--- config.mk ---
export PLATFORM = sky130hd
export DESIGN_NAME = marker_stream_splitter
export DESIGN_NICKNAME = d
export VERILOG_FILES = /design/src/mss_pkg.sv /design/src/marker_stream_splitter.sv /design/src/mss_cell.sv /design/src/mss_hold_chain.sv /design/src/mss_ctrl.sv
export SDC_FILE = /design/constraint.sdc
export NUM_CORES = 1
export LEC_CHECK = 0
export BUFFER_PORTS_ARGS = -buffer_cell sky130_fd_sc_hd__buf_2
export CAP_MARGIN = 10
export CORE_ASPECT_RATIO = 0.6
export CORE_MARGIN = 5
export CORE_UTILIZATION = 65
export DETAILED_ROUTE_END_ITERATION = 12
export GPL_TIMING_DRIVEN = 0
export PLACE_DENSITY = 0.94
export SETUP_SLACK_MARGIN = 0.1
export SLEW_MARGIN = 20
export SYNTH_ARGS = -nofsm -noshare
export SYNTH_HDL_FRONTEND = slang
export SYNTH_SLANG_ARGS = --single-unit
--- constraint.sdc ---
create_clock -name clock -period 12.9 [get_ports clock]
set_clock_uncertainty 0.2 [all_clocks]
set_input_delay 0.645 -clock clock [delete_from_list [all_inputs] [get_ports clock]]
set_output_delay 0.645 -clock clock [all_outputs]
set_load 0.02 [all_outputs]
--- src/mss_pkg.sv ---
// ----------------------------------------------------------------------------
// mss_pkg: shared types and constants of the marker stream splitter
// Marker tables, UTF-8 lead decoding, stream modes, sequencer states and
// the structs passed between the sequencer, the hold chain and the top level.
// ----------------------------------------------------------------------------
`default_nettype none

package mss_pkg;

   // hold chain sizing
   localparam int HOLD_DEPTH = 16;
   localparam int HOLD_CNT_W = $clog2(HOLD_DEPTH + 1);

   // marker lengths and the index width of the marker tables
   localparam int THINK_LEN  = 8;
   localparam int TOOL_LEN   = 11;
   localparam int MARK_IDX_W = 4;

   // utf-8 tail bookkeeping
   localparam int TAIL_W = 3;

   // byte classes
   localparam logic [7:0] MARK_LT   = 8'h3C;
   localparam logic [7:0] CONT_MASK = 8'hC0;
   localparam logic [7:0] CONT_TAG  = 8'h80;
   localparam logic [7:0] LEAD3_MIN = 8'd224;
   localparam logic [7:0] LEAD4_MIN = 8'd240;

   typedef enum logic [1:0] {
      MODE_CONTENT = 2'd0,
      MODE_REASON  = 2'd1,
      MODE_STOP    = 2'd2
   } mode_type;

   typedef enum logic [2:0] {
      ST_IDLE,
      ST_FEED,
      ST_FEED2,
      ST_LEAD,
      ST_REL,
      ST_MARK,
      ST_CHUNK,
      ST_CLOSE
   } seq_state_type;

   // hold chain control: shift toward the head or write one cell
   typedef struct packed {
      logic                  shift;
      logic                  append;
      logic [HOLD_CNT_W-1:0] wr_pos;
      logic [7:0]            wr_byte;
   } hold_ctl_type;

   // one result beat
   typedef struct packed {
      logic [7:0] out_byte;
      logic       has_byte;
      logic       channel;
      logic       delta_end;
   } rsp_item_type;

   // marker character at a position, reasoning marker or tool-call marker
   function automatic logic [7:0] mark_char(input logic reason,
                                            input logic [MARK_IDX_W-1:0] idx);
      logic [7:0] c;
      c = 8'h00;
      if (reason) begin
         case (idx)
            4'd0:    c = 8'h3C;
            4'd1:    c = 8'h2F;
            4'd2:    c = 8'h74;
            4'd3:    c = 8'h68;
            4'd4:    c = 8'h69;
            4'd5:    c = 8'h6E;
            4'd6:    c = 8'h6B;
            4'd7:    c = 8'h3E;
            default: c = 8'h00;
         endcase
      end else begin
         case (idx)
            4'd0:    c = 8'h3C;
            4'd1:    c = 8'h74;
            4'd2:    c = 8'h6F;
            4'd3:    c = 8'h6F;
            4'd4:    c = 8'h6C;
            4'd5:    c = 8'h5F;
            4'd6:    c = 8'h63;
            4'd7:    c = 8'h61;
            4'd8:    c = 8'h6C;
            4'd9:    c = 8'h6C;
            4'd10:   c = 8'h3E;
            default: c = 8'h00;
         endcase
      end
      return c;
   endfunction

   // sequence length announced by a utf-8 lead byte
   function automatic logic [TAIL_W-1:0] lead_width(input logic [7:0] b);
      logic [TAIL_W-1:0] w;
      if (b < CONT_TAG) begin
         w = TAIL_W'(1);
      end else if (b < LEAD3_MIN) begin
         w = TAIL_W'(2);
      end else if (b < LEAD4_MIN) begin
         w = TAIL_W'(3);
      end else begin
         w = TAIL_W'(4);
      end
      return w;
   endfunction

endpackage

`default_nettype wire

--- src/marker_stream_splitter.sv ---
// ----------------------------------------------------------------------------
// marker_stream_splitter: splits a text byte stream into reasoning and content
// Top level: configuration register port, byte sequencer, hold chain and the
// result register.
// ----------------------------------------------------------------------------
// Usage
//   req_*  : one text byte per beat (or an empty chunk end), with chunk_end
//            on the last beat of a chunk and final_flush on a final chunk.
//   rsp_*  : released bytes tagged content or reasoning, close-only beats that
//            end a delta, and rsp_last on the last result of each input beat.
//   csr_*  : write start_in_reasoning while the block is idle; this clears
//            all held bytes and flags and starts a new stream.
// Sequence
//   A beat's byte either goes straight out or is held. Held bytes are released
//   one per cycle while the result register can drain, as the hold chain shifts
//   one cell toward its head; a new byte after such a release takes a further
//   step. A chunk end adds a close step, a final flush releases held bytes
//   first, and a marker hit passes through a release step and then closes.
//   The last result of a beat stays pending; it goes out with rsp_last in the
//   cycle the next beat is accepted or in the next idle cycle.
// Reset and stall
//   Reset empties the hold chain and selects content mode. A stalled rsp
//   channel holds its beat; the sequencer keeps one result pending and
//   pauses until the result register drains.
// ----------------------------------------------------------------------------
`default_nettype none

module marker_stream_splitter (
   input  wire logic       clock,
   input  wire logic       reset,
   input  wire logic       req_valid,
   output logic            req_ready,
   input  wire logic [7:0] req_data_byte,
   input  wire logic       req_byte_valid,
   input  wire logic       req_chunk_end,
   input  wire logic       req_final_flush,
   output logic            rsp_valid,
   input  wire logic       rsp_ready,
   output logic [7:0]      rsp_out_byte,
   output logic            rsp_has_byte,
   output logic            rsp_channel,
   output logic            rsp_delta_end,
   output logic            rsp_last,
   input  wire logic       csr_valid,
   output logic            csr_ready,
   input  wire logic       csr_start_in_reasoning
);

   import mss_pkg::*;

   hold_ctl_type hold_ctl;
   rsp_item_type push_item;
   logic [7:0]   head_byte;
   logic         push;
   logic         push_last;
   logic         out_free;
   logic         cfg_wr;

   logic         rsp_valid_ff, rsp_valid_in;
   rsp_item_type rsp_item_ff, rsp_item_in;
   logic         rsp_last_ff, rsp_last_in;

   // register writes are always taken
   assign csr_ready = 1'b1;
   assign cfg_wr    = csr_valid && csr_ready;

   assign out_free = !rsp_valid_ff || rsp_ready;

   mss_ctrl u_ctrl (
      .clock           (clock),
      .reset           (reset),
      .req_valid       (req_valid),
      .req_ready       (req_ready),
      .req_data_byte   (req_data_byte),
      .req_byte_valid  (req_byte_valid),
      .req_chunk_end   (req_chunk_end),
      .req_final_flush (req_final_flush),
      .cfg_wr          (cfg_wr),
      .cfg_reason      (csr_start_in_reasoning),
      .head_byte       (head_byte),
      .out_free        (out_free),
      .hold_ctl        (hold_ctl),
      .push            (push),
      .push_item       (push_item),
      .push_last       (push_last)
   );

   mss_hold_chain u_chain (
      .clock     (clock),
      .hold_ctl  (hold_ctl),
      .head_byte (head_byte)
   );

   // result register
   always_comb begin
      rsp_valid_in = rsp_valid_ff;
      rsp_item_in  = rsp_item_ff;
      rsp_last_in  = rsp_last_ff;
      if (push) begin
         rsp_valid_in = 1'b1;
         rsp_item_in  = push_item;
         rsp_last_in  = push_last;
      end else if (rsp_ready) begin
         rsp_valid_in = 1'b0;
      end
   end

   always_ff @(posedge clock) begin
      if (reset) begin
         rsp_valid_ff <= 1'b0;
      end else begin
         rsp_valid_ff <= rsp_valid_in;
      end
   end

   always_ff @(posedge clock) begin
      rsp_item_ff <= rsp_item_in;
      rsp_last_ff <= rsp_last_in;
   end

   assign rsp_valid     = rsp_valid_ff;
   assign rsp_out_byte  = rsp_item_ff.out_byte;
   assign rsp_has_byte  = rsp_item_ff.has_byte;
   assign rsp_channel   = rsp_item_ff.channel;
   assign rsp_delta_end = rsp_item_ff.delta_end;
   assign rsp_last      = rsp_last_ff;

endmodule

`default_nettype wire

--- src/mss_cell.sv ---
// ----------------------------------------------------------------------------
// mss_cell: one byte cell of the hold chain
// Loads a new byte when written, otherwise takes its neighbor's byte on shift.
// ----------------------------------------------------------------------------
`default_nettype none

module mss_cell (
   input  wire logic       clock,
   input  wire logic       shift,
   input  wire logic       load,
   input  wire logic [7:0] load_byte,
   input  wire logic [7:0] next_byte,
   output logic [7:0]      cell_byte
);

   logic [7:0] cell_ff;
   logic [7:0] cell_in;

   // write wins, shift pulls the byte behind this cell forward
   always_comb begin
      cell_in = cell_ff;
      if (load) begin
         cell_in = load_byte;
      end else if (shift) begin
         cell_in = next_byte;
      end
   end

   always_ff @(posedge clock) begin
      cell_ff <= cell_in;
   end

   assign cell_byte = cell_ff;

endmodule

`default_nettype wire

--- src/mss_hold_chain.sv ---
// ----------------------------------------------------------------------------
// mss_hold_chain: row of held-byte cells
// Cell 0 is the oldest held byte. Appends write the cell at the fill
// position, releases shift the whole row one cell toward the head.
// ----------------------------------------------------------------------------
`default_nettype none

module mss_hold_chain (
   input  wire logic                 clock,
   input  wire mss_pkg::hold_ctl_type hold_ctl,
   output logic [7:0]                head_byte
);

   import mss_pkg::*;

   logic [7:0] cell_q [HOLD_DEPTH];

   // the row of cells, each fed by its neighbor behind it
   for (genvar i = 0; i < HOLD_DEPTH; i++) begin : g_cell
      logic [7:0] next_byte;
      logic       load;

      if (i == HOLD_DEPTH - 1) begin : g_tail
         assign next_byte = 8'h00;
      end else begin : g_mid
         assign next_byte = cell_q[i+1];
      end

      assign load = hold_ctl.append && (hold_ctl.wr_pos == HOLD_CNT_W'(i));

      mss_cell u_cell (
         .clock     (clock),
         .shift     (hold_ctl.shift),
         .load      (load),
         .load_byte (hold_ctl.wr_byte),
         .next_byte (next_byte),
         .cell_byte (cell_q[i])
      );
   end

   assign head_byte = cell_q[0];

endmodule

`default_nettype wire

--- src/mss_ctrl.sv ---
// ----------------------------------------------------------------------------
// mss_ctrl: byte sequencer of the marker stream splitter
// Takes one input beat, runs marker matching and utf-8 holding on it, drives
// the hold chain and, while the pending slot can drain, produces one result per
// cycle into that slot so that the last result of a beat can be flagged.
// ----------------------------------------------------------------------------
`default_nettype none

module mss_ctrl (
   input  wire logic                 clock,
   input  wire logic                 reset,
   input  wire logic                 req_valid,
   output logic                      req_ready,
   input  wire logic [7:0]           req_data_byte,
   input  wire logic                 req_byte_valid,
   input  wire logic                 req_chunk_end,
   input  wire logic                 req_final_flush,
   input  wire logic                 cfg_wr,
   input  wire logic                 cfg_reason,
   input  wire logic [7:0]           head_byte,
   input  wire logic                 out_free,
   output mss_pkg::hold_ctl_type     hold_ctl,
   output logic                      push,
   output mss_pkg::rsp_item_type     push_item,
   output logic                      push_last
);

   import mss_pkg::*;

   seq_state_type         state_ff, state_in;
   seq_state_type         ret_ff, ret_in;
   mode_type              mode_ff, mode_in;
   logic [7:0]            b_ff, b_in;
   logic                  ce_ff, ce_in;
   logic                  fl_ff, fl_in;
   logic [HOLD_CNT_W-1:0] hold_cnt_ff, hold_cnt_in;
   logic [HOLD_CNT_W-1:0] rel_left_ff, rel_left_in;
   logic [TAIL_W-1:0]     tail_len_ff, tail_len_in;
   logic [TAIL_W-1:0]     tail_width_ff, tail_width_in;
   logic                  prior_ff, prior_in;
   logic                  delta_open_ff, delta_open_in;
   logic                  pend_valid_ff, pend_valid_in;
   rsp_item_type          pend_ff, pend_in;

   logic                  go;
   logic                  reason;
   logic [HOLD_CNT_W-1:0] m;
   logic [HOLD_CNT_W-1:0] mlen;
   logic                  match;
   logic                  is_cont;
   logic [TAIL_W-1:0]     tail_nx;
   seq_state_type         done_st;
   logic                  do_f2, do_lead, do_close;
   logic                  em, em_has, em_dend;
   logic [7:0]            em_byte;

   // marker progress and byte classes
   assign reason  = (mode_ff == MODE_REASON);
   assign m       = hold_cnt_ff - HOLD_CNT_W'(tail_len_ff);
   assign mlen    = reason ? HOLD_CNT_W'(THINK_LEN) : HOLD_CNT_W'(TOOL_LEN);
   assign match   = (m < mlen) && (b_ff == mark_char(reason, m[MARK_IDX_W-1:0]));
   assign is_cont = ((b_ff & CONT_MASK) == CONT_TAG);
   assign tail_nx = tail_len_ff + TAIL_W'(1);
   assign done_st = ce_ff ? ST_CHUNK : ST_IDLE;

   // a working step may produce a result only if the pending slot can drain
   assign go = !pend_valid_ff || out_free;

   // next state and datapath control
   always_comb begin
      state_in      = state_ff;
      ret_in        = ret_ff;
      mode_in       = mode_ff;
      b_in          = b_ff;
      ce_in         = ce_ff;
      fl_in         = fl_ff;
      hold_cnt_in   = hold_cnt_ff;
      rel_left_in   = rel_left_ff;
      tail_len_in   = tail_len_ff;
      tail_width_in = tail_width_ff;
      prior_in      = prior_ff;
      delta_open_in = delta_open_ff;
      pend_valid_in = pend_valid_ff;
      pend_in       = pend_ff;

      hold_ctl         = '0;
      hold_ctl.wr_pos  = hold_cnt_ff;
      hold_ctl.wr_byte = b_ff;

      em        = 1'b0;
      em_byte   = 8'h00;
      em_has    = 1'b0;
      em_dend   = 1'b0;
      do_f2     = 1'b0;
      do_lead   = 1'b0;
      do_close  = 1'b0;
      push      = 1'b0;
      push_item = pend_ff;
      push_last = 1'b0;
      req_ready = 1'b0;

      case (state_ff)
         ST_IDLE: begin
            // drain the previous beat's last result while taking a new beat
            req_ready = !pend_valid_ff || out_free;
            if (pend_valid_ff && out_free) begin
               push          = 1'b1;
               push_last     = 1'b1;
               pend_valid_in = 1'b0;
            end
            if (req_valid && req_ready) begin
               b_in  = req_data_byte;
               ce_in = req_chunk_end;
               fl_in = req_final_flush;
               if (mode_ff != MODE_STOP) begin
                  if (req_byte_valid) begin
                     state_in = ST_FEED;
                  end else if (req_chunk_end) begin
                     state_in = ST_CHUNK;
                  end
               end
            end
         end

         ST_FEED: begin
            if (go) begin
               if (match) begin
                  hold_ctl.append = 1'b1;
                  hold_cnt_in     = hold_cnt_ff + HOLD_CNT_W'(1);
                  if (m + HOLD_CNT_W'(1) == mlen) begin
                     rel_left_in = HOLD_CNT_W'(tail_len_ff);
                     ret_in      = ST_MARK;
                     state_in    = ST_REL;
                  end else begin
                     state_in = done_st;
                  end
               end else if (m != '0) begin
                  // partial marker broken: everything held goes out first
                  rel_left_in = hold_cnt_ff;
                  ret_in      = ST_FEED2;
                  state_in    = ST_REL;
               end else begin
                  do_f2 = 1'b1;
               end
            end
         end

         ST_FEED2: begin
            if (go) begin
               do_f2 = 1'b1;
            end
         end

         ST_LEAD: begin
            if (go) begin
               do_lead = 1'b1;
            end
         end

         ST_REL: begin
            // release one held byte per cycle from the head of the chain, while the pending slot can drain
            if (go) begin
               if (rel_left_ff == '0) begin
                  state_in = ret_ff;
               end else begin
                  em             = 1'b1;
                  em_byte        = head_byte;
                  em_has         = 1'b1;
                  hold_ctl.shift = 1'b1;
                  hold_cnt_in    = hold_cnt_ff - HOLD_CNT_W'(1);
                  tail_len_in    = (tail_len_ff != '0) ? tail_len_ff - TAIL_W'(1) : '0;
                  prior_in       = 1'b1;
                  rel_left_in    = rel_left_ff - HOLD_CNT_W'(1);
                  if (rel_left_ff == HOLD_CNT_W'(1)) begin
                     state_in = ret_ff;
                  end
               end
            end
         end

         ST_MARK: begin
            // marker complete: close, drop marker bytes, switch mode
            if (go) begin
               do_close    = 1'b1;
               hold_cnt_in = '0;
               tail_len_in = '0;
               prior_in    = 1'b0;
               if (reason) begin
                  mode_in  = MODE_CONTENT;
                  state_in = ce_ff ? ST_CHUNK : ST_IDLE;
               end else begin
                  mode_in  = MODE_STOP;
                  state_in = ST_IDLE;
               end
            end
         end

         ST_CHUNK: begin
            if (go) begin
               if (fl_ff && (hold_cnt_ff != '0)) begin
                  rel_left_in = hold_cnt_ff;
                  ret_in      = ST_CLOSE;
                  state_in    = ST_REL;
               end else begin
                  do_close = 1'b1;
                  prior_in = 1'b0;
                  if (fl_ff) begin
                     tail_len_in = '0;
                  end
                  state_in = ST_IDLE;
               end
            end
         end

         ST_CLOSE: begin
            if (go) begin
               do_close    = 1'b1;
               prior_in    = 1'b0;
               tail_len_in = '0;
               state_in    = ST_IDLE;
            end
         end

         default: begin
            state_in = ST_IDLE;
         end
      endcase

      // byte handling once no partial marker is pending
      if (do_f2) begin
         if (b_ff == MARK_LT) begin
            hold_ctl.append = 1'b1;
            hold_cnt_in     = hold_cnt_ff + HOLD_CNT_W'(1);
            state_in        = done_st;
         end else if (is_cont) begin
            if (tail_len_ff != '0) begin
               hold_ctl.append = 1'b1;
               hold_cnt_in     = hold_cnt_ff + HOLD_CNT_W'(1);
               tail_len_in     = tail_nx;
               if (tail_nx >= tail_width_ff) begin
                  rel_left_in = hold_cnt_ff + HOLD_CNT_W'(1);
                  ret_in      = done_st;
                  state_in    = ST_REL;
               end else begin
                  state_in = done_st;
               end
            end else if (prior_ff) begin
               // stray continuation joins the run already released
               em       = 1'b1;
               em_byte  = b_ff;
               em_has   = 1'b1;
               state_in = done_st;
            end else begin
               // stray continuation opening a segment: held as a two-byte lead
               hold_ctl.append = 1'b1;
               hold_cnt_in     = hold_cnt_ff + HOLD_CNT_W'(1);
               tail_len_in     = TAIL_W'(1);
               tail_width_in   = TAIL_W'(2);
               state_in        = done_st;
            end
         end else if (tail_len_ff != '0) begin
            rel_left_in = HOLD_CNT_W'(tail_len_ff);
            ret_in      = ST_LEAD;
            state_in    = ST_REL;
         end else begin
            do_lead = 1'b1;
         end
      end

      // ascii goes straight out, a multi-byte lead starts a new tail
      if (do_lead) begin
         if (b_ff < CONT_TAG) begin
            em       = 1'b1;
            em_byte  = b_ff;
            em_has   = 1'b1;
            prior_in = 1'b1;
         end else begin
            hold_ctl.append = 1'b1;
            hold_cnt_in     = hold_cnt_ff + HOLD_CNT_W'(1);
            tail_len_in     = TAIL_W'(1);
            tail_width_in   = lead_width(b_ff);
         end
         state_in = done_st;
      end

      // close-only beat for an open delta
      if (do_close) begin
         if (delta_open_ff) begin
            em      = 1'b1;
            em_dend = 1'b1;
         end
         delta_open_in = 1'b0;
      end

      // new result goes to the pending slot, the older one moves out
      if (em) begin
         if (pend_valid_ff) begin
            push      = 1'b1;
            push_item = pend_ff;
            push_last = 1'b0;
         end
         pend_valid_in     = 1'b1;
         pend_in.out_byte  = em_byte;
         pend_in.has_byte  = em_has;
         pend_in.channel   = reason;
         pend_in.delta_end = em_dend;
         if (em_has) begin
            delta_open_in = 1'b1;
         end
      end

      // register write starts a new stream
      if (cfg_wr) begin
         state_in      = ST_IDLE;
         mode_in       = cfg_reason ? MODE_REASON : MODE_CONTENT;
         hold_cnt_in   = '0;
         tail_len_in   = '0;
         tail_width_in = TAIL_W'(1);
         prior_in      = 1'b0;
         delta_open_in = 1'b0;
         pend_valid_in = 1'b0;
      end
   end

   // control state
   always_ff @(posedge clock) begin
      if (reset) begin
         state_ff      <= ST_IDLE;
         ret_ff        <= ST_IDLE;
         mode_ff       <= MODE_CONTENT;
         hold_cnt_ff   <= '0;
         rel_left_ff   <= '0;
         tail_len_ff   <= '0;
         tail_width_ff <= TAIL_W'(1);
         prior_ff      <= 1'b0;
         delta_open_ff <= 1'b0;
         pend_valid_ff <= 1'b0;
      end else begin
         state_ff      <= state_in;
         ret_ff        <= ret_in;
         mode_ff       <= mode_in;
         hold_cnt_ff   <= hold_cnt_in;
         rel_left_ff   <= rel_left_in;
         tail_len_ff   <= tail_len_in;
         tail_width_ff <= tail_width_in;
         prior_ff      <= prior_in;
         delta_open_ff <= delta_open_in;
         pend_valid_ff <= pend_valid_in;
      end
   end

   // beat payload
   always_ff @(posedge clock) begin
      b_ff    <= b_in;
      ce_ff   <= ce_in;
      fl_ff   <= fl_in;
      pend_ff <= pend_in;
   end

`ifndef SYNTHESIS
   // the utf-8 tail always sits inside the held bytes
   assert property (@(posedge clock) disable iff (reset)
      HOLD_CNT_W'(tail_len_ff) <= hold_cnt_ff)
      else $error("utf-8 tail longer than held bytes");

   // the chain is never written and shifted in the same cycle
   assert property (@(posedge clock) disable iff (reset)
      !(hold_ctl.append && hold_ctl.shift))
      else $error("hold chain append and shift collide");

   // a release never asks for more bytes than are held
   assert property (@(posedge clock) disable iff (reset)
      (state_ff == ST_REL) |-> (rel_left_ff <= hold_cnt_ff))
      else $error("release count exceeds hold count");

   // once stopped the sequencer rests
   assert property (@(posedge clock) disable iff (reset)
      (mode_ff == MODE_STOP) |-> (state_ff == ST_IDLE))
      else $error("sequencer busy in stopped mode");
`endif

endmodule

`default_nettype wire

* Yosys cells after proc, flatten, opt, wreduce, memory -nomap -nowiden *
Memories as Yosys holds them, arrays and structs flattened.
Index checks and enable logic that the tools add are counted.

cells by class
  add/subtract/negate cells = 7
  mux-type cells = 199
  magnitude comparators = 5
  reduce and logical (&&, ||, !) cells = 56
  equal/unequal tests = 29

operators with widths
  kind                                                                    number
  8-bit two-way mux                                                       44
  3-bit two-way mux                                                       59
  5-bit two-way mux                                                       26
  1-bit two-way mux                                                       57
  2-bit nonzero test                                                      21
  5-bit by 4-bit equality test with 1-bit output (second input constant)  8
  5-bit case mux with 3 select lines                                      2
  8-bit less-than comparator (second input constant)                      3
  5-bit by 3-bit equality test with 1-bit output (second input constant)  4
  1-bit logical AND                                                       20
  3-bit case mux with 6 select lines                                      1
  3-bit equality test (second input constant)                             4
  5-bit by 1-bit adder with 5-bit output (second input constant)          2
  5-bit by 1-bit equality test with 1-bit output (second input constant)  2
  5-bit by 2-bit equality test with 1-bit output (second input constant)  2
  5-bit zero test                                                         2
  2-bit two-way mux                                                       5
  5-bit nonzero test                                                      2
  5-bit by 1-bit subtractor with 5-bit output (second input constant)     2
  3-bit case mux with 3 select lines                                      1
  8-bit by 6-bit equality test with 1-bit output (second input constant)  1
  8-bit equality test                                                     1
  3-bit by 2-bit equality test with 1-bit output (second input constant)  2
  3-bit case mux with 2 select lines                                      1
  other kinds (18)                                                        24

word-level totals
  memories kept = 2
  input port bits = 17
  output and inout port bits = 15
  memory bits (read-only) = 160
  register bits = 189

memories
  memory            depth  bits a word  read ports  clocked after Yosys merged registers in  write ports  line           source
  (name not given)  16     7            1           0                                        0            mss_pkg.sv:80  case (idx)
  (name not given)  8      6            1           0                                        0            mss_pkg.sv:68  case (idx)

* Depth between registers and ports, before layout *
An unclocked memory read counts as a cell.

  depth after elaboration = 18
  gate-level depth with buffers = 19
  mapped depth without buffers = 16

* Cells and area by module *
A second synthesis with hierarchy kept.

second synthesis, totals
  cells, all modules = 862
  area, all modules = 10736.5 µm²

by module, submodules not included
  module                  area an instance (µm²)  cells each  instances
  mss_cell                377.9                   18          16
  mss_ctrl                4137.7                  532         1
  marker_stream_splitter  417.9                   18          1
  mss_hold_chain          135.1                   24          1

* Least setup slack after synthesis *
OpenSTA, ideal clock, no wires.

  path type = register -> register
  start point = reg u_ctrl.hold_cnt_ff[0]
  end point = reg rsp_item_ff (netlist bit rsp_channel), enable pin
  arrival = 4.551 ns
  path slack = 7.750 ns
  setup time = 0.399 ns
  clock period less this slack = 5.150 ns
  path buffers = 1
  stages on the path, launching flop included = 18
  cell sequence = dfxtp_1 clkbuf_1 inv_1 ha_1 inv_1 fa_1 inv_1 ha_1 inv_1 mux4_2 xnor2_1 o32ai_2 o2111ai_1 nor3_1 o31a_1 o21ai_1 nor3_1 a21boi_0

between the ends
  cells in the longest elaborated chain, start to end = 15
  elaborated cells between the ends (all ways) = 25

RTL lines
  what                                         line                           source
  start: declaration                           mss_ctrl.sv:36                 logic [HOLD_CNT_W-1:0] hold_cnt_ff, hold_cnt_in;
  start signal: assignment                     mss_ctrl.sv:342                hold_cnt_ff <= hold_cnt_in;
  5-bit by 3-bit subtractor with 5-bit output  mss_ctrl.sv:59                 assign m = hold_cnt_ff - HOLD_CNT_W'(tail_len_ff);
  memory read 8 x 6 bit                        n/a
  8-bit two-way mux                            mss_pkg.sv:68
  8-bit two-way mux                            mss_pkg.sv:67                  if (reason) begin
  8-bit equality test                          mss_ctrl.sv:61                 assign match = (m < mlen) && (b_ff == mark_char(reason, m[MARK_IDX_W-1:0]));
  1-bit logical AND                            mss_ctrl.sv:61
  1-bit two-way mux                            mss_ctrl.sv:127                if (match) begin
  1-bit two-way mux                            mss_ctrl.sv:126                if (go) begin
  1-bit case mux with 2 select lines           mss_ctrl.sv:102                case (state_ff)
  1-bit two-way mux                            mss_ctrl.sv:230                if (do_f2) begin
  1-bit two-way mux                            mss_ctrl.sv:272                if (b_ff < CONT_TAG) begin
  1-bit two-way mux                            mss_ctrl.sv:271                if (do_lead) begin
  1-bit two-way mux                            mss_ctrl.sv:288                if (delta_open_ff) begin
  1-bit two-way mux (*)                        mss_ctrl.sv:287                if (do_close) begin
  1-bit two-way mux (*)                        mss_ctrl.sv:296                if (em) begin
  named net push                               marker_stream_splitter.sv:54   logic push;
  end signal: assignment                       marker_stream_splitter.sv:117  rsp_item_ff <= rsp_item_in;
  end: declaration                             marker_stream_splitter.sv:60   rsp_item_type rsp_item_ff, rsp_item_in;

The timed path passes the listed nets; every way through them passes the cells marked *.
A chain may end at the register's enable or synchronous reset.

* Final worst setup path *
  start point = reg u_ctrl.hold_cnt_ff[0]
  end point = reg u_chain.g_cell[12].u_cell.cell_ff[6], enable pin

between the ends
  cells in the longest elaborated chain, start to end = 18
  elaborated cells between the ends (all ways) = 27

RTL lines
  what                                         line                  source
  5-bit by 3-bit subtractor with 5-bit output  mss_ctrl.sv:59
  memory read 8 x 6 bit                        n/a
  8-bit two-way mux                            mss_pkg.sv:68
  8-bit two-way mux                            mss_pkg.sv:67
  8-bit equality test                          mss_ctrl.sv:61
  1-bit logical AND                            mss_ctrl.sv:61
  1-bit two-way mux                            mss_ctrl.sv:127
  1-bit two-way mux                            mss_ctrl.sv:126
  [2 not listed]                               n/a
  1-bit two-way mux                            mss_ctrl.sv:236       if (tail_len_ff != '0) begin
  1-bit two-way mux                            mss_ctrl.sv:235       end else if (is_cont) begin
  1-bit two-way mux                            mss_ctrl.sv:231       if (b_ff == MARK_LT) begin
  1-bit two-way mux                            mss_ctrl.sv:230
  1-bit two-way mux                            mss_ctrl.sv:272
  1-bit two-way mux                            mss_ctrl.sv:271
  1-bit logical AND (*)                        mss_hold_chain.sv:29  assign load = hold_ctl.append && (hold_ctl.wr_pos == HOLD_CNT_W'(i));
  2-bit nonzero test (no line) (*)             n/a
  end signal: assignment                       mss_cell.sv:30        cell_ff <= cell_in;
  end: declaration                             mss_cell.sv:16        logic [7:0] cell_ff;

Mark *: on every way between the ends. The rest lies on a longest branch, timed or not.

==> flow_summary.json <==
{
  "seq_area_frac_synth_pct": 52.74,
  "reg2regPathDepth": 18,
  "cp.arrival_ns": 6.30,
  "maxSlewViolCount": 0,
  "cts_sinks": 189,
  "synth_common_cells": "edfxtp_1, mux2_2, nand2_1",
  "synth_area_leader_cell": "edfxtp_1",
  "hold_path_class": "input pin to flip-flop",
  "clk_pin_slew_worst_paths_ns": 0.08,
  "numPortBuffers": 30,
  "root_buffer": "clkbuf_16",
  "synth_area_um2": 10230,
  "grt_max_degree": 21,
  "dr_wl_met2_um": 11000,
  "wire_per_inst_um": 22.55,
  "dieArea_um2": 18430,
  "reg2reg_setup_slack_ns": 6.53,
  "synth-async-reset-ratio_pct": 0,
  "num_vias": 7524,
  "timing.rr.end": "u_chain.g_cell[12].u_cell.cell_byte[6]",
  "ant_nets": 0,
  "core_um2": 15370,
  "synthFlopType": "edfxtp_1",
  "clock_latency_ns": 0.45,
  "finalSetupTns_ns": 0,
  "cp-end-kind": "flip-flop",
  "io_pins": 32,
  "worst_pin_slew_ns": 1.217,
  "synth_warnings": 0,
  "firstDrtPassIters": 5,
  "critPathRequiredTime_ns": 12.83,
  "cts_tree": "done",
  "stdcell_area_um2": 11240,
  "antenna_found_initial": 0,
  "syn2layout_area_growth_pct": 9.834,
  "cp-start-kind": "flip-flop",
  "max-cap-violations": 0,
  "dieHeight_um": 107.2,
  "hold_viol_final": 0,
  "grtUsageTotal_pct": 28.71,
  "route.detailed.drc": 0,
  "dr.first_iter.drc_count": 917,
  "min_path_cells": 1,
  "htree_num_levels": 4,
  "diodes": 0,
  "synth_edf_count": 161,
  "holdPathEnd": "u_ctrl.fl_ff",
  "pwr_density_cell_nw_per_um2": 116.6,
  "drive_gt1_share_pct": 21.79,
  "seqCellArea_um2": 5395,
  "finalWirelength_um": 25680,
  "post-dp-hpwl_um": 18210,
  "clk_path_buf_depth": 2,
  "postSynthAreaPerCell_um2": 11.72,
  "synth_cell_types": 77,
  "die_w_um": 172.0,
  "r2r_start": "u_ctrl.hold_cnt_ff[0]",
  "ys_seq_elements": 189,
  "power.total_mw": 1.310,
  "multi_input_area_um2": 4507,
  "synth_top_area_share_pct": 47.26,
  "finalSetupViolCount": 0,
  "relSlewSlack_pct": 18.10,
  "wirelength_met1_um": 10890,
  "rows": 35,
  "path_max_fanout": 9,
  "gp_congestion": 1.029,
  "cts_setup_buffers": 0,
  "grt_pass1_vias": 7114,
  "cts_buffers": 17,
  "syn_inst": 873,
  "fin_crit_ns": 6.369,
  "maxUsedRoutingLayer": "met4",
  "cts_resized": 0,
  "ir_drop_mv": 0.08512,
  "syn_nets": 917,
  "p_leak_nw": 4.208,
  "synth_area_leaders": "edfxtp_1, mux2_2, dfxtp_1, ha_1, nand2_1",
  "grt_pass1_wl_um": 40370,
  "status": "finished, final reports clean",
  "start_util_pct": 66.55,
  "routed-wl-met3_um": 3418,
  "crit_type": "flip-flop to flip-flop",
  "fin_nets": 967,
  "fmax_mhz": 157.0,
  "dpl_cell_area_um2": 10640,
  "rsz0062_at_grt": "false",
  "via_per_inst": 6.606,
  "hold_path.startpoint": "req_final_flush",
  "period_share_pct": 49.37,
  "grt.overflow.total": 0,
  "yosysMostFrequentCell": "edfxtp_1",
  "cts_hold_buf": 0,
  "fill_cells": 1035
}
==> final cells by class <==
cell class | instances | share of cell area (%)
Tap cell | 203 | 2.261
Sequential cell | 189 | 48.02
Buffer | 47 | 1.748
Multi-Input combinational cell | 602 | 40.11
Clock buffer | 17 | 3.786
Inverter | 35 | 1.169
Clock inverter | 15 | 1.503
Timing Repair Buffer | 31 | 1.403
==> worst max-delay path, cell delays in order (launching register included) <==
cell	delay, ns
dfxtp_1	0.36
clkbuf_1	0.46
inv_1	0.30
ha_1	0.29
inv_1	0.08
fa_1	0.57
inv_1	0.31
ha_1	0.22
inv_1	0.04
mux4_2	0.46
xnor2_1	0.15
o32ai_2	0.36
o2111ai_1	0.22
nor3_1	0.59
nand2_1	0.23
nand2b_1	0.13
buf_4	0.16
nor3b_4	0.56
or2_2	0.37
==> metal layers <==
metal	track usage, %	vias to the layer above
li1	-	3392
met1	43.57	3603
met2	40.72	485
met3	7.664	44
met4	8.020	0
met5	0	-
==> where the power goes <==
| part | internal (mW) | leakage (nW) | switching, mW | total, mW |
|---|---|---|---|---|
| logic | 0.0359 | 2.22 | 0.0773 | 0.113 |
| clock network | 0.261 | 0.289 | 0.262 | 0.523 |
| registers | 0.666 | 1.69 | 0.00739 | 0.674 |
| total | 0.963 | 4.21 | 0.347 | 1.31 |
==> state kept, by name, summed over array words and instances (netlist names), 2 cells and up <==
name and count:
u_chain.g_cell.u_cell.cell_byte 128, u_ctrl.hold_cnt_ff 5, u_ctrl.mode_ff 2, rsp_out_byte 8, u_ctrl.tail_len_ff 3, u_ctrl.tail_width_ff 3
u_ctrl.rel_left_ff 5, u_ctrl.b_ff 8, u_ctrl.pend_ff 11, u_ctrl.state_ff 3, u_ctrl.ret_ff 3
==> worst max path at each step <==
stage | start | to | slack (ns) | depth (start not counted)
detailed placement | u_ctrl.hold_cnt_ff[0] | u_chain.g_cell[12].u_cell.cell_byte[1] | 6.76 | 18
floorplan | u_ctrl.hold_cnt_ff[0] | rsp_channel | 7.75 | 17
global placement | u_ctrl.hold_cnt_ff[0] | rsp_out_byte[2] | 6.59 | 17
finish | u_ctrl.hold_cnt_ff[0] | u_chain.g_cell[12].u_cell.cell_byte[6] | 6.53 | 18
global route | u_ctrl.hold_cnt_ff[0] | u_chain.g_cell[12].u_cell.cell_byte[7] | 6.32 | 18
CTS | u_ctrl.hold_cnt_ff[0] | u_chain.g_cell[12].u_cell.cell_byte[7] | 6.71 | 18
==> cell usage in the layout, fill, tap and decap left out, types with 4 or more instances in the layout <==
cell type	netlist	routed
a211oi_1	10	10
a21o_1	11	11
a21oi_1	32	32
a22o_1	8	8
a22oi_1	5	5
a31oi_1	9	9
and2_1	9	9
and3_1	12	12
buf_2	4	34
clkbuf_1	38	38
clkbuf_16	0	17
clkinv_8	0	5
dfxtp_1	28	28
edfxtp_1	161	161
ha_1	26	26
inv_1	33	33
inv_6	0	6
mux2_1	20	20
mux2_2	101	101
mux2i_1	5	5
nand2_1	68	68
nand2_4	10	10
nand2b_1	11	11
nand3_1	24	24
nand3b_1	4	4
nand4_1	7	7
nor2_1	57	57
nor2b_1	10	10
nor3_1	22	22
nor3b_4	4	4
nor4_1	7	7
o2111ai_1	6	6
o211ai_1	9	9
o21ai_0	31	31
o31ai_1	4	4
or2_2	9	9
or3_1	6	6
xnor2_1	6	6
==> stage by stage <==
step	setup WS, ns	instances	util (%)	hold slack [ns]
4_1_cts	6.709	1139	73.10	0.1638
6_report	6.531	1139	73.10	0.1707
3_5_place_dp	6.762	1107	69.23	0.2045
2_1_floorplan	7.750	873	-	0.2003
5_1_grt	6.319	1139	73.10	0.1697
3_3_place_gp	6.591	1106	69.18	0.2015
==> cells by family after synthesis <==
family                   count (synthesis)  synth area share [%]
AND/OR/NAND/NOR                        269                 13.99
other                                    1               0.03666
multiplexers                           128                 14.25
buffers and inverters                   82                 3.205
AO/OA/AOI/OAI                          169                 11.53
flip-flops                             189                 52.74
XOR/XNOR                                 8                0.8684
adder cells (fa/ha/maj)                 27                 3.376
No activity file was read; power rests on OpenSTA's default activity.
